===== config.mk =====
export PLATFORM = sky130hd
export DESIGN_NAME = dfs_adjacency_matrix_order
export DESIGN_NICKNAME = d
export VERILOG_FILES = /design/src/hdl/dfs_pkg.sv /design/src/hdl/dfs_dp.sv /design/src/hdl/dfs_ctrl.sv /design/src/hdl/dfs_adjacency_matrix_order.sv
export SDC_FILE = /design/constraint.sdc
export NUM_CORES = 1
export LEC_CHECK = 0
export ABC_CLOCK_PERIOD_IN_PS = 5090
export BUFFER_PORTS_ARGS = -buffer_cell sky130_fd_sc_hd__buf_2
export CAP_MARGIN = 10
export CORE_MARGIN = 2
export CORE_UTILIZATION = 43
export DETAILED_ROUTE_END_ITERATION = 7
export GPL_TIMING_DRIVEN = 0
export SLEW_MARGIN = 20
export SYNTH_ARGS = -nofsm -noshare
export SYNTH_HDL_FRONTEND = slang
export SYNTH_SLANG_ARGS = --single-unit

===== constraint.sdc =====
create_clock -name clk -period 5.09 [get_ports clk]
set_input_delay 1.018 -clock clk [delete_from_list [all_inputs] [get_ports clk]]
set_output_delay 1.018 -clock clk [all_outputs]
set_load 0.01 [all_outputs]

===== src/hdl/dfs_pkg.sv =====
package dfs_pkg;

  localparam int MAX_VERTICES = 8;
  localparam int VERTEX_W     = 3;
  localparam int VSLOTS       = 1 << VERTEX_W;
  localparam int ACTIVE_MAX   = (MAX_VERTICES < VSLOTS) ? MAX_VERTICES : VSLOTS;
  localparam int COUNT_W      = 4;
  localparam int SP_W         = VERTEX_W + 1;

  localparam logic [COUNT_W-1:0] VCOUNT_RESET = COUNT_W'(8);

  typedef logic [VERTEX_W-1:0] vertex_t;
  typedef logic [COUNT_W-1:0]  vcount_t;
  typedef logic [VSLOTS-1:0]   vmask_t;

  typedef enum logic [1:0] {
    FUNC_CLEAR = 2'd0,
    FUNC_ADD   = 2'd1,
    FUNC_RUN   = 2'd2
  } func_t;

  typedef struct packed {
    func_t   func;
    vertex_t vertex_a;
    vertex_t vertex_b;
  } cmd_item_t;

  typedef struct packed {
    vertex_t visited_vertex;
    logic    last_visit;
  } visit_item_t;

  typedef struct packed {
    logic clear;
    logic add;
    logic start;
    logic push;
    logic pop;
    logic emit;
    logic last;
  } dp_ctl_t;

  typedef struct packed {
    logic start_ok;
    logic found;
    logic last_pop;
    logic out_free;
  } dp_stat_t;

endpackage


===== src/hdl/dfs_dp.sv =====
module dfs_dp (
  input  logic               clk,
  input  logic               rst,
  input  logic               cfg_valid,
  input  dfs_pkg::vcount_t   cfg_data,
  input  dfs_pkg::cmd_item_t cmd,
  input  dfs_pkg::dp_ctl_t   ctl,
  output dfs_pkg::dp_stat_t  stat,
  input  logic               visit_ready,
  output logic               visit_valid,
  output dfs_pkg::visit_item_t visit
);
  import dfs_pkg::*;

  vcount_t         vertex_count;
  vcount_t         act_n;
  vmask_t          range_mask;
  vmask_t          rows [VSLOTS];
  vmask_t          visited;
  vertex_t         stack [VSLOTS];
  logic [SP_W-1:0] sp;
  vertex_t         pending;
  vertex_t         top;
  vmask_t          cand;
  vertex_t         next_v;
  logic            a_ok;
  logic            b_ok;

  function automatic vertex_t lowest_bit(input vmask_t m);
    vertex_t r;
    r = '0;
    for (int i = VSLOTS - 1; i >= 0; i--) begin
      if (m[i]) r = VERTEX_W'(i);
    end
    return r;
  endfunction

  always_comb begin
    act_n = (vertex_count > COUNT_W'(ACTIVE_MAX)) ? COUNT_W'(ACTIVE_MAX) : vertex_count;
    for (int i = 0; i < VSLOTS; i++) begin
      range_mask[i] = (COUNT_W'(i) < act_n);
    end
    a_ok   = (COUNT_W'(cmd.vertex_a) < act_n);
    b_ok   = (COUNT_W'(cmd.vertex_b) < act_n);
    top    = stack[VERTEX_W'(sp - SP_W'(1))];
    cand   = rows[top] & range_mask & ~visited;
    next_v = lowest_bit(cand);
  end

  assign stat.start_ok = a_ok;
  assign stat.found    = |cand;
  assign stat.last_pop = (sp == SP_W'(1));
  assign stat.out_free = !visit_valid || visit_ready;

  always_ff @(posedge clk) begin
    if (rst) begin
      vertex_count <= VCOUNT_RESET;
    end else if (cfg_valid) begin
      vertex_count <= cfg_data;
    end
  end

  always_ff @(posedge clk) begin
    if (rst || ctl.clear) begin
      for (int i = 0; i < VSLOTS; i++) begin
        rows[i] <= '0;
      end
    end else if (ctl.add && a_ok && b_ok) begin
      for (int i = 0; i < VSLOTS; i++) begin
        rows[i] <= rows[i]
                 | (vmask_t'(cmd.vertex_a == VERTEX_W'(i)) << cmd.vertex_b)
                 | (vmask_t'(cmd.vertex_b == VERTEX_W'(i)) << cmd.vertex_a);
      end
    end
  end

  always_ff @(posedge clk) begin
    if (rst) begin
      visited <= '0;
      sp      <= '0;
    end else if (ctl.start) begin
      visited <= vmask_t'(1) << cmd.vertex_a;
      sp      <= SP_W'(1);
    end else if (ctl.push) begin
      visited <= visited | (vmask_t'(1) << next_v);
      sp      <= sp + SP_W'(1);
    end else if (ctl.pop) begin
      sp      <= sp - SP_W'(1);
    end
  end

  always_ff @(posedge clk) begin
    if (ctl.start) begin
      stack[0] <= cmd.vertex_a;
      pending  <= cmd.vertex_a;
    end else if (ctl.push) begin
      stack[VERTEX_W'(sp)] <= next_v;
      pending              <= next_v;
    end
  end

  always_ff @(posedge clk) begin
    if (rst) begin
      visit_valid <= 1'b0;
    end else if (ctl.emit) begin
      visit_valid <= 1'b1;
    end else if (visit_ready) begin
      visit_valid <= 1'b0;
    end
  end

  always_ff @(posedge clk) begin
    if (ctl.emit) begin
      visit.visited_vertex <= pending;
      visit.last_visit     <= ctl.last;
    end
  end

`ifndef SYNTHESIS
  a_sp_bound: assert property (@(posedge clk) disable iff (rst)
    sp <= SP_W'(VSLOTS))
    else $error("stack pointer beyond capacity");
  a_stack_visited: assert property (@(posedge clk) disable iff (rst)
    $countones(visited) >= int'(sp))
    else $error("stack holds more vertices than visited");
  a_start_onehot: assert property (@(posedge clk) disable iff (rst)
    ctl.start |=> $onehot(visited) && sp == SP_W'(1))
    else $error("run start left bad walk state");
  a_emit_room: assert property (@(posedge clk) disable iff (rst)
    ctl.emit |-> stat.out_free)
    else $error("result emitted over a held result");
  a_push_grows: assert property (@(posedge clk) disable iff (rst)
    ctl.push |=> $countones(visited) == $countones($past(visited)) + 1)
    else $error("push did not mark a new vertex");
`endif

endmodule


===== src/hdl/dfs_ctrl.sv =====
module dfs_ctrl (
  input  logic               clk,
  input  logic               rst,
  input  logic               cmd_valid,
  output logic               cmd_ready,
  input  dfs_pkg::func_t     func,
  input  dfs_pkg::dp_stat_t  stat,
  output dfs_pkg::dp_ctl_t   ctl
);
  import dfs_pkg::*;

  typedef enum logic {
    IDLE,
    WALK
  } state_t;

  state_t state;
  state_t state_next;

  always_comb begin
    cmd_ready  = (state == IDLE);
    ctl        = '0;
    state_next = state;
    case (state)
      IDLE: begin
        if (cmd_valid) begin
          case (func)
            FUNC_CLEAR: ctl.clear = 1'b1;
            FUNC_ADD:   ctl.add   = 1'b1;
            FUNC_RUN: begin
              ctl.start = stat.start_ok;
              if (stat.start_ok) state_next = WALK;
            end
            default: ;
          endcase
        end
      end
      WALK: begin
        if (stat.found) begin
          if (stat.out_free) begin
            ctl.push = 1'b1;
            ctl.emit = 1'b1;
          end
        end else if (!stat.last_pop) begin
          ctl.pop = 1'b1;
        end else if (stat.out_free) begin
          ctl.pop    = 1'b1;
          ctl.emit   = 1'b1;
          ctl.last   = 1'b1;
          state_next = IDLE;
        end
      end
      default: state_next = IDLE;
    endcase
  end

  always_ff @(posedge clk) begin
    if (rst) begin
      state <= IDLE;
    end else begin
      state <= state_next;
    end
  end

`ifndef SYNTHESIS
  a_walk_no_cmd: assert property (@(posedge clk) disable iff (rst)
    (ctl.push || ctl.pop) |-> !ctl.start && !ctl.add && !ctl.clear)
    else $error("walk step overlaps a command");
  a_last_ends: assert property (@(posedge clk) disable iff (rst)
    ctl.last |=> state == IDLE)
    else $error("final result did not end the walk");
  a_start_walks: assert property (@(posedge clk) disable iff (rst)
    ctl.start |=> state == WALK)
    else $error("run start did not enter walk");
`endif

endmodule


===== src/hdl/dfs_adjacency_matrix_order.sv =====
// Depth-first visit order over an undirected graph of up to 8 vertices.
// Command channel (cmd_valid/cmd_ready/cmd): clear the matrix, add an edge
// between vertex_a and vertex_b, or run a walk from vertex_a. Clear and
// add-edge return nothing; out-of-range edges are dropped.
// Result channel (visit_valid/visit_ready/visit): one item per visited
// vertex in order, the final one with last_visit set.
// Config channel (cfg_valid/cfg_ready/cfg_data) sets vertex_count; it is
// always ready. The user must see that it is written only while no run is
// in flight; the block does not enforce this. A run holds the command
// channel while it walks, each push or pop of the vertex stack after a
// priority encode over the top vertex's masked adjacency row. The first
// result is the start vertex. A run from a start vertex at or above the
// vertex count returns nothing.
// Each result waits in an output register; while the receiver stalls the
// walk holds at its next result-producing step. A new command is taken
// while the last result of a run still waits.
// Reset clears the matrix, the visited set and the stack, and sets the
// vertex count to 8.
module dfs_adjacency_matrix_order (
  input  logic                 clk,
  input  logic                 rst,
  input  logic                 cmd_valid,
  output logic                 cmd_ready,
  input  dfs_pkg::cmd_item_t   cmd,
  output logic                 visit_valid,
  input  logic                 visit_ready,
  output dfs_pkg::visit_item_t visit,
  input  logic                 cfg_valid,
  output logic                 cfg_ready,
  input  dfs_pkg::vcount_t     cfg_data
);
  import dfs_pkg::*;

  dp_ctl_t  ctl;
  dp_stat_t stat;

  assign cfg_ready = 1'b1;

  dfs_ctrl u_ctrl (
    .clk       (clk),
    .rst       (rst),
    .cmd_valid (cmd_valid),
    .cmd_ready (cmd_ready),
    .func      (cmd.func),
    .stat      (stat),
    .ctl       (ctl)
  );

  dfs_dp u_dp (
    .clk         (clk),
    .rst         (rst),
    .cfg_valid   (cfg_valid),
    .cfg_data    (cfg_data),
    .cmd         (cmd),
    .ctl         (ctl),
    .stat        (stat),
    .visit_ready (visit_ready),
    .visit_valid (visit_valid),
    .visit       (visit)
  );

endmodule


==> out/results.ini, run 1 <==
[status]
status = finished clean

[power]
p_int_uw = 2130
p_switching_uw = 1009
p_comb_share_pct = 28.6
powerDensity_nw_per_um2 = 427.3
p_clk_share_pct = 35.6
swShare_pct = 32.15
seqPwrFrac_pct = 35.8
ir_drop_mv = 0.3109
p_leak_uw = 0.002660

[drt]
viasPerCell = 5.890
drt_wl_total_mm = 18.12
dr.pass1.iters = 5
drcViolationCount = 0
drtIter0Drc = 567
routedWlPerCell_um = 20.83
vias = 5124
postRouteAntennaNets = 0

[global_route]
grt_pass1_wl_mm = 28.35
grt_overflow = 0
grt_use_total_pct = 23.72
grt_max_degree = 41
grt_pass1_vias = 4995
antenna_found_initial = 0

[layout]
area.growth.synth_to_final_pct = 16.56
fin_cells = 870
drive_gt1_share_pct = 14.87
nNetsFinal = 697
diodes = 0
final_area_um2 = 7346

[synth]
synth_edf_count = 95
yosys_warnings = 0
synth_common_cells = nor2_1 (142), edfxtp_1 (95), a21oi_1 (45), nand2_1 (45), mux2i_1 (43)
synthAdderAreaFrac_pct = 1.390
yosysUniqueCellTypes = 61
synth_xor_area_share_pct = 0.7147
synth_top_area_cell = edfxtp_1
syn_inst = 633
synth_most_common_cell = nor2_1
syn_avg_cell_area_um2 = 9.956
synth_top_family_by_area = simple AND/OR/NAND/NOR gates
synth_nets = 657
synth_top_area_share_pct = 45.27
netlist_area_um2 = 6302
async_flop_share_pct = 0
synth-simple-area-share_pct = 19.89
ys_seq_area_share_pct = 50.98
synth_top_flop_cell = edfxtp_1
synth_seq_cells = 113
synth_area_leaders = edfxtp_1 (45%), nor2_1 (8.5%), mux2i_1 (6.8%)
muxShareOfSynthArea_pct = 11.57
synth-compound-area-share_pct = 11.28

[sta]
fin_skew_ns = 0.005294
setup_viol_count_final = 0
rsz0062_at_grt = no
maxSlewHeadroom_pct = 30.63
maxSlewViolCount = 0
fmax_ghz = 0.2056
finalHoldViolCount = 0
hold_slack_ns = 0.4244
tightest_slew_ns = 1.033
fin_crit_sh_pct = 95.57
fin_crit_ns = 4.865

[floorplan]
initial_core_util_pct = 43.69
die_w_um = 125.1
coreArea_um2 = 14420
die_h_um = 125.1
core.rowCount = 44
dieArea_um2 = 15640
pin_count = 24

[placement]
numPortBuffers = 20
dp_hpwl_mm = 13.35
place.gp.congestion = 0.9690
placed_cell_area_um2 = 6660
place_inst = 838

[worst_setup_path]
path_class = reg -> reg
crit_path_end_kind = register
crit_path_start_kind = register
reg2reg_slack_ns = 0.23
path_max_fanout = 10
crit_required_ns = 5.17
cp.arrival_ns = 4.94

[clocking]
cts_tree = done
worstSkewPairLatency_ns = 0.42
cts_buffers = 17
clkTransAtPathRegs_ns = 0.05
clockRootBuffer = clkbuf_16
cts_buffer_depth = 2
ctsHtreeMaxLevel = 4
hold_buffers = 0
clock-sinks = 113

[hold_path]
hp-class = reg -> reg

[job]
cap_violations = 0

==> per-layer routing <==
metal  share of wire [%]  routed length [um]  up-vias  global-route usage (%)
met2                  47                8564      182                   38.20
met1                  44                7993     2512                   31.67
li1                    -                   -     2396                       -
met3                 5.8                1056       34                   5.349
met4                 2.8                 504        0                   8.497
met5                   0                   0        -                       0
==> repair_timing <==
action / 4_1_cts / 5_1_grt
pin swaps: 0 / 1
buffers inserted: 0 / 0
endpoints found under the setup margin: 51 / 51
gates resized for setup: 14 / 15
==> path summary, 6_finish.rpt <==
path,from,to,depth (start not counted)
worst max register to register,u_dp.sp[0]$_SDFFE_PP0P_,u_dp.stack[0][2]$_DFFE_PP_,16
worst min-delay path,u_dp.pending[0]$_DFFE_PP_,u_dp.visit[1]$_DFFE_PP_,0
worst min register to register,u_dp.pending[0]$_DFFE_PP_,u_dp.visit[1]$_DFFE_PP_,0
worst max-delay path,u_dp.sp[0]$_SDFFE_PP0P_,u_dp.stack[0][2]$_DFFE_PP_,16
==> through the flow <==
stage	util [%]	setup TNS, ns	power (uW)	worst slack [ns]
2_1_floorplan	-	0	1765	0.7140
3_3_place_gp	45.98	-13.82	1993	-0.5191
3_5_place_dp	46.17	-17.01	1999	-0.5944
4_1_cts	50.56	-0.5359	3126	-0.07853
5_1_grt	50.93	0	3275	0.006491
6_report	50.93	0	3139	0.2252
==> worst max-delay path, stage by stage (launching register included) <==
cell and delay, ns:
dfxtp_1 0.37, buf_6 0.18, clkbuf_4 0.27, inv_1 0.21, ha_1 0.37, clkbuf_4 0.23, mux4_2 0.38, mux2_2 0.28
buf_2 0.23, or3_1 0.40, a221oi_1 0.29, a21oi_1 0.14, and4_1 0.17, buf_2 0.16, nand3_4 0.14, nand2_4 0.17
o41ai_4 0.51
==> cells in the final DEF, fill, tap and decap left out, types with 8 or more instances in the layout <==
cell type / n
nor3_1: 26
a21oi_1: 45
edfxtp_1: 95
nor2_1: 141
clkinv_2: 8
clkbuf_16: 17
nand3_1: 17
a22oi_1: 8
mux2i_1: 42
dfxtp_1: 18
inv_1: 17
mux4_2: 9
buf_2: 23
a31oi_1: 10
o21ai_0: 13
nand2_1: 43
clkbuf_1: 25
==> power by group through the flow <==
stage	clock, uW	sequential, uW	combinational, uW
global placement	0	1140	851
floorplan	0	1130	635
global route	1180	1130	968
CTS	1130	1120	874
detailed placement	0	1140	857
finish	1120	1120	897
==> layout make-up <==
cell class,count,area [um2]
plain buffers,42,205.2
clock buffers,19,432.9
clock inverters,13,120.1
fillers,1348,7078
inverters,17,63.81
multi-input cells,461,2960
flip-flops and latches,113,3213
well taps,184,230.2
repair buffers,21,120.1
==> flip-flops by register name (all words and copies together), names as in the netlist <==
| register | cells |
|---|---|
| u_dp.stack | 24 |
| u_ctrl.state | 1 |
| u_dp.vertex_count | 4 |
| u_dp.visit | 4 |
| u_dp.sp | 4 |
| u_dp.rows | 64 |
| u_dp.visit_valid | 1 |
| u_dp.pending | 3 |
| u_dp.visited | 8 |
==> cell families after synthesis <==
| kind of cell | after synthesis |
|---|---|
| AOI/OAI and AO/OA | 114 |
| xor gates and xnor gates | 3 |
| adders and majority gates | 7 |
| buffers and inverters | 59 |
| DFF | 113 |
| muxes | 60 |
| other | 1 |
| and+or+nand+nor | 276 |
Note: power is estimated with default switching activity, not from simulation.
==> run 2, diff against run 1 <==
- CORE_MARGIN: 2 -> 4
- MAX_ROUTING_LAYER: default -> met4
==> run 2 against run 1 <==
First-iteration DRC count grew 3.2%. Sequential power hardly changed. Worst setup slack improved by 0.065 ns. Flip-flop and latch count unchanged. Maximum frequency rose by 1.3%. Core utilization grew 1.2 points. Critical path type unchanged. Largest cell class unchanged.
==> out/results.ini, run 2 (synthesized netlist as in run 1, its figures left out) <==
[worst_setup_path]
path_cells = buf_6, clkbuf_4, inv_1, ha_4, mux4_2, mux2_2, buf_4, buf_6, mux2i_1, a22oi_1, and4_1, buf_2, nand3_4, nand2_2, o41ai_4
crit_path_start_kind = register
cp.arrival_ns = 4.88  ; -0.06 ns
crit_required_ns = 5.17  ; about the same
crit_path_end_kind = register
cp_num_buf_inv = 6  ; unchanged
critPathTopFamily = buffers and inverters
slowest_stage = o41ai_4
slowest_delay_ns = 0.54  ; +0.03 ns
path_class = reg -> reg
path_max_fanout = 11  ; +1
path_common_cell = buf_6

[power]
powerDensity_nw_per_um2 = 430.9  ; +0.84%
ir_drop_mv = 0.2436  ; -22%
power_uw = 3166  ; +0.88%
p_leak_uw = 0.002655  ; -0.21%

[floorplan]
dieArea_um2 = 16660  ; +6.5%
core.rowCount = 43  ; -2.3%
die_w_um = 129.1  ; +3.2%
pin_count = 24  ; unchanged
initial_core_util_pct = 44.71  ; +1.0 points
die_h_um = 129.1  ; +3.2%
coreArea_um2 = 14100  ; -2.3%

[global_route]
grt_pass1_vias = 5041  ; +0.92%
grt_max_degree = 39  ; -4.9%
antenna_found_initial = 0  ; unchanged
grt_overflow = 0  ; unchanged
grt_pass1_wl_mm = 28.43  ; +0.27%
grt_use_total_pct = 23.56  ; -0.16 points

[sta]
fin_crit_sh_pct = 94.30  ; -1.3 points
fin_crit_ns = 4.800  ; -0.06477 ns
setup_viol_count_final = 0  ; unchanged
maxSlewViolCount = 0  ; unchanged
fin_ws_ns = 0.2900  ; +0.06477 ns
tightest_slew_ns = 1.077  ; +0.04405 ns
fmax_ghz = 0.2083  ; +1.3%
tns_ns = 0  ; unchanged
finalHoldViolCount = 0  ; unchanged
fin_skew_ns = 0.009956  ; +0.004662 ns
maxSlewHeadroom_pct = 27.67  ; -3.0 points
rsz0062_at_grt = no

[layout]
largest_register_ffs = 64  ; unchanged
area.growth.synth_to_final_pct = 16.60  ; about the same
diodes = 0  ; unchanged
nNetsFinal = 696  ; -0.14%
final_cell_mix = nor2_1 (141), edfxtp_1 (95), a21oi_1 (45)
layout_commonest_cell = nor2_1
postLayoutCoreUtil_pct = 52.13  ; +1.2 points
drive_gt1_share_pct = 15.18  ; +0.31 points
reg.largest.list = u_dp.rows x64, u_dp.stack x24, u_dp.visited x8
regMostFlops = u_dp.rows

[placement]
dp_hpwl_mm = 13.26  ; -0.67%
numPortBuffers = 20  ; unchanged
place_ws_ns = -0.4602  ; +0.1342 ns
place.gp.congestion = 0.9535  ; -1.6%

[status]
status = finished clean

[drt]
postRouteAntennaNets = 0  ; unchanged
vias = 5161  ; +0.72%
dr.pass1.iters = 5  ; unchanged
drt_wl_total_mm = 18.64  ; +2.9%
drcViolationCount = 0  ; unchanged
viasPerCell = 5.966  ; +1.3%
drtIter0Drc = 585  ; +3.2%
routedWlPerCell_um = 21.55  ; +3.5%

[clocking]
clkTransAtPathRegs_ns = 0.06  ; about the same
worstSkewPairLatency_ns = 0.42  ; about the same
post_cts_buffers = 0  ; unchanged
hold_buffers = 0  ; unchanged
cts_buffers = 17  ; unchanged
cts_buffer_depth = 2  ; unchanged
clockRootBuffer = clkbuf_16
cts_tree = done
ctsHtreeMaxLevel = 4  ; unchanged
clock-sinks = 113  ; unchanged

[hold_path]
hp-class = reg -> reg

[job]
cap_violations = 0  ; unchanged

## run 2: through the flow
| step | cell area (um2) | hold slack (ns) | instances |
|---|---|---|---|
| floorplan | 6302 | 0.4003 | 633 |
| global route | 7348 | 0.4225 | 865 |
| global placement | 6628 | 0.4005 | 833 |
| CTS | 7300 | 0.4202 | 865 |
| finish | 7348 | 0.4171 | 865 |
| detailed placement | 6655 | 0.4066 | 834 |
## run 2: final timing paths
check,depth (start not counted),slack (ns),start,end
min,0,0.42,u_dp.pending[1]$_DFFE_PP_,u_dp.visit[2]$_DFFE_PP_
min reg2reg,0,0.42,u_dp.pending[1]$_DFFE_PP_,u_dp.visit[2]$_DFFE_PP_
max,15,0.29,u_dp.sp[0]$_SDFFE_PP0P_,u_dp.stack[0][0]$_DFFE_PP_
max reg2reg,15,0.29,u_dp.sp[0]$_SDFFE_PP0P_,u_dp.stack[0][0]$_DFFE_PP_
## run 2: timing repair
item	4_1_cts	5_1_grt
gates cloned	0	0
endpoints found under the setup margin	51	52
pin swaps	0	1
gates resized for setup	16	11
## run 2: layout make-up
| type | instances | area [um2] |
|---|---|---|
| fillers | 1264 | 6748 |
| plain buffers | 41 | 197.7 |
| flip-flops and latches | 113 | 3213 |
| inverters | 17 | 63.81 |
| clock buffers | 18 | 429.2 |
| clock inverters | 14 | 122.6 |
| repair buffers | 21 | 120.1 |
| well taps | 180 | 225.2 |
| multi-input cells | 461 | 2977 |
## run 2: worst reg2reg max path: cells and delay by family, from the launching register on
kind                     cells  cell delay (ns)
AO/OA/AOI/OAI                2             0.78
adder cells (fa/ha/maj)      1             0.42
buffers and inverters        6             1.22
flip-flops                   1             0.38
multiplexers                 3             1.04
AND/OR/NAND/NOR              3             0.62
## run 2: per-layer routing
layer / global-route usage, % / wire (um) / vias up
li1: - / - / 2403
met1: 29.55 / 8099 / 2520
met2: 36.86 / 8913 / 212
met3: 6.059 / 1213 / 26
met4: 8.894 / 418 / 0
met5: - / 0 / -
## run 2: where the power goes
group	leakage [uW]	total [uW]	internal (uW)	switching, uW
registers	0.00111	1120	1090	38.6
clock network	0.000274	1130	706	420
logic	0.00127	916	341	575
==> run 3, diff against run 2 <==
- MAX_ROUTING_LAYER: met4 -> default
- SYNTH_HIERARCHICAL: default -> 1
==> run 3 against run 2 <==
Non-clock buffer count up 6. Combinational power down 18%. Via count down 1.1%. Flip-flop and latch count unchanged. Synthesized area up 0.75%.
==> out/results.ini, run 3 <==
[floorplan]
pin_count = 24  ; unchanged
core.rowCount = 44  ; +2.3%
coreArea_um2 = 14480  ; +2.7%
die_w_um = 129.5  ; +0.35%
initial_core_util_pct = 43.86  ; -0.85 points
die_h_um = 129.5  ; +0.35%
dieArea_um2 = 16780  ; +0.71%

[sta]
tightest_slew_ns = 0.9537  ; -0.1230 ns
fin_crit_sh_pct = 95.44  ; +1.1 points
maxSlewViolCount = 0  ; unchanged
rsz0062_at_grt = yes
fmax_ghz = 0.2059  ; -1.2%
fin_crit_ns = 4.858  ; +0.05767 ns
finalHoldViolCount = 0  ; unchanged
fin_ws_ns = 0.2323  ; -0.05767 ns
setup_viol_count_final = 0  ; unchanged
maxSlewHeadroom_pct = 36.29  ; +8.6 points
tns_ns = 0  ; unchanged
fin_skew_ns = 0.009506  ; -0.0004500 ns

[worst_setup_path]
worst-r2r-cell-count = 18  ; +3
path_max_fanout = 10  ; -1
crit_path_end = u_dp/stack[3][1]$_DFFE_PP_
cp.arrival_ns = 4.91  ; +0.03 ns
reg2reg_slack_ns = 0.23  ; -0.06 ns
crit_path_start_kind = register
startpoint = u_dp/sp[0]$_SDFFE_PP0P_
regToRegEndpoint = u_dp/stack[3][1]$_DFFE_PP_
crit_path_end_kind = register
crit_required_ns = 5.14  ; -0.03 ns
path_class = reg -> reg
rr_startpoint = u_dp/sp[0]$_SDFFE_PP0P_

[power]
powerDensity_nw_per_um2 = 414.9  ; -3.7%
ir_drop_mv = 0.2219  ; -8.9%
p_leak_uw = 0.002718  ; +2.4%

[synth]
muxShareOfSynthArea_pct = 10.94  ; -0.64 points
synth_most_common_cell = nor2_1
synth_seq_cells = 113  ; unchanged
synth_xor_area_share_pct = 1.261  ; +0.55 points
ys_seq_area_share_pct = 50.60  ; -0.38 points
synth_top_family_by_area = simple AND/OR/NAND/NOR gates
async_flop_share_pct = 0  ; unchanged
synth-simple-area-share_pct = 20.95  ; +1.1 points
syn_avg_cell_area_um2 = 10.14  ; +1.9%
synth_area_leaders = edfxtp_1 (45%), nor2_1 (8.4%), mux2i_1 (6.0%)
syn_inst = 626  ; -1.1%
synth_top_area_share_pct = 44.93  ; -0.34 points
yosysUniqueCellTypes = 76  ; +25%
synth_edf_count = 95  ; unchanged
synth-compound-area-share_pct = 10.11  ; -1.2 points
synth_top_flop_cell = edfxtp_1
yosys_warnings = 6  ; +6
netlist_area_um2 = 6350  ; +0.75%
synth_top_area_cell = edfxtp_1
synth_nets = 650  ; -1.1%
synthAdderAreaFrac_pct = 1.379  ; -0.010 points
synth_common_cells = nor2_1 (142), edfxtp_1 (95), nand2_1 (57)

[clocking]
cts_buffer_depth = 2  ; unchanged
worstSkewPairLatency_ns = 0.42  ; about the same
cts_buffers = 17  ; unchanged
clock-sinks = 113  ; unchanged
clockRootBuffer = clkbuf_16
ctsHtreeMaxLevel = 4  ; unchanged
cts_tree = done
hold_buffers = 0  ; unchanged
clkTransAtPathRegs_ns = 0.05  ; about the same

[drt]
drt_wl_total_mm = 17.69  ; -5.1%
routedWlPerCell_um = 20.45  ; -5.1%
dr.pass1.iters = 5  ; unchanged
drtIter0Drc = 734  ; +25%
postRouteAntennaNets = 0  ; unchanged
vias = 5105  ; -1.1%
viasPerCell = 5.902  ; -1.1%
drcViolationCount = 0  ; unchanged

[layout]
largest_register_ffs = 64  ; unchanged
nNetsFinal = 692  ; -0.57%
regMostFlops = u_dp/rows
diodes = 0  ; unchanged
area.growth.synth_to_final_pct = 16.89
postLayoutCoreUtil_pct = 51.26  ; -0.87 points
reg.largest.list = u_dp/rows x64, u_dp/stack x24, u_dp/visited x8
drive_gt1_share_pct = 16.59  ; +1.4 points
layout_commonest_cell = nor2_1
final_area_um2 = 7422  ; +1.0%
fin_cells = 865  ; unchanged
final_cell_mix = nor2_1 (139), edfxtp_1 (95), nand2_1 (56)

[placement]
dp_hpwl_mm = 12.64  ; -4.6%
placed_cell_area_um2 = 6715  ; +0.90%
numPortBuffers = 20  ; unchanged
place_ws_ns = -0.3666  ; +0.09359 ns
place.gp.congestion = 0.9126  ; -4.3%
place_inst = 831  ; -0.36%

[global_route]
met3_usage_pct = 5.276  ; -0.78 points
grt_pass1_wl_mm = 26.97  ; -5.1%
grt_pass1_vias = 4753  ; -5.7%
grt.busiest_layer = met2
use_met2_pct = 33.51  ; -3.4 points
met1_usage_pct = 29.80  ; +0.26 points
grt_overflow = 0  ; unchanged
grt_use_total_pct = 21.61  ; -1.9 points
antenna_found_initial = 0  ; unchanged
grt_max_degree = 60  ; +54%

[hold_path]
hold_start = u_dp/pending[1]$_DFFE_PP_
hp-class = reg -> reg

[status]
status = finished clean

[job]
cap_violations = 0  ; unchanged

==> run 3: metrics by stage <==
| step | power (uW) | hold slack, ns |
|---|---|---|
| floorplan | 1629 | 0.4003 |
| global placement | 1808 | 0.4092 |
| detailed placement | 1819 | 0.4063 |
| CTS | 3067 | 0.4167 |
| global route | 3207 | 0.4175 |
| finish | 3079 | 0.4164 |
==> run 3: cells by family after synthesis <==
kind of cell / after synthesis
fa+ha+maj: 7
compound gates: 94
mux: 54
other cells: 1
flops: 113
simple gates: 291
buf+inv: 59
xor+xnor: 7
==> run 3: power by group <==
part	internal [uW]	switching (uW)	total, uW
combinational	299	452	751
clock	811	407	1220
sequential	1080	33.8	1110
==> run 3: area by class of cell <==
type | instances | area [um2]
Tap cell | 184 | 230.2
Multi-Input combinational cell | 454 | 2919
Fill cell | 1342 | 7057
Inverter | 14 | 52.55
Timing Repair Buffer | 23 | 155.1
Clock buffer | 20 | 436.7
Sequential cell | 113 | 3214
Buffer | 45 | 249.0
Clock inverter | 12 | 165.2
==> run 3: timing repair <==
action	CTS	global route
pin swaps	0	0
endpoints found under the setup margin	36	52
gates cloned	0	0
gates resized for setup	8	15
buffers inserted	2	0
==> run 3: worst min path at each step <==
stage                                    to  slack, ns  cells after the start
finish              u_dp/visit[2]$_DFFE_PP_       0.42                      0
global route        u_dp/visit[3]$_DFFE_PP_       0.42                      0
CTS                 u_dp/visit[2]$_DFFE_PP_       0.42                      0
detailed placement  u_dp/visit[2]$_DFFE_PP_       0.41                      0
global placement    u_dp/visit[1]$_DFFE_PP_       0.41                      0
floorplan           u_dp/visit[1]$_DFFE_PP_       0.40                      0
==> run 3: worst max-delay path, cell delays in order, from the launching register on <==
cell      delay [ns]
dfxtp_2         0.42
buf_6           0.19
inv_1           0.12
ha_1            0.29
buf_2           0.27
mux2i_1         0.33
mux4_2          0.28
buf_4           0.20
buf_6           0.19
a21oi_1         0.06
a32oi_1         0.35
a22oi_1         0.24
and2_1          0.21
buf_2           0.15
nand3_1         0.15
and3_2          0.22
nand2b_1        0.07
clkbuf_2        0.24
nor3_1          0.48
==> run 3: metal layers <==
| metal | up-vias | part of all wire [%] |
|---|---|---|
| met5 | - | 0 |
| met4 | 0 | 2.3 |
| met3 | 34 | 8.2 |
| met2 | 224 | 46 |
| met1 | 2500 | 44 |
| li1 | 2347 | - |
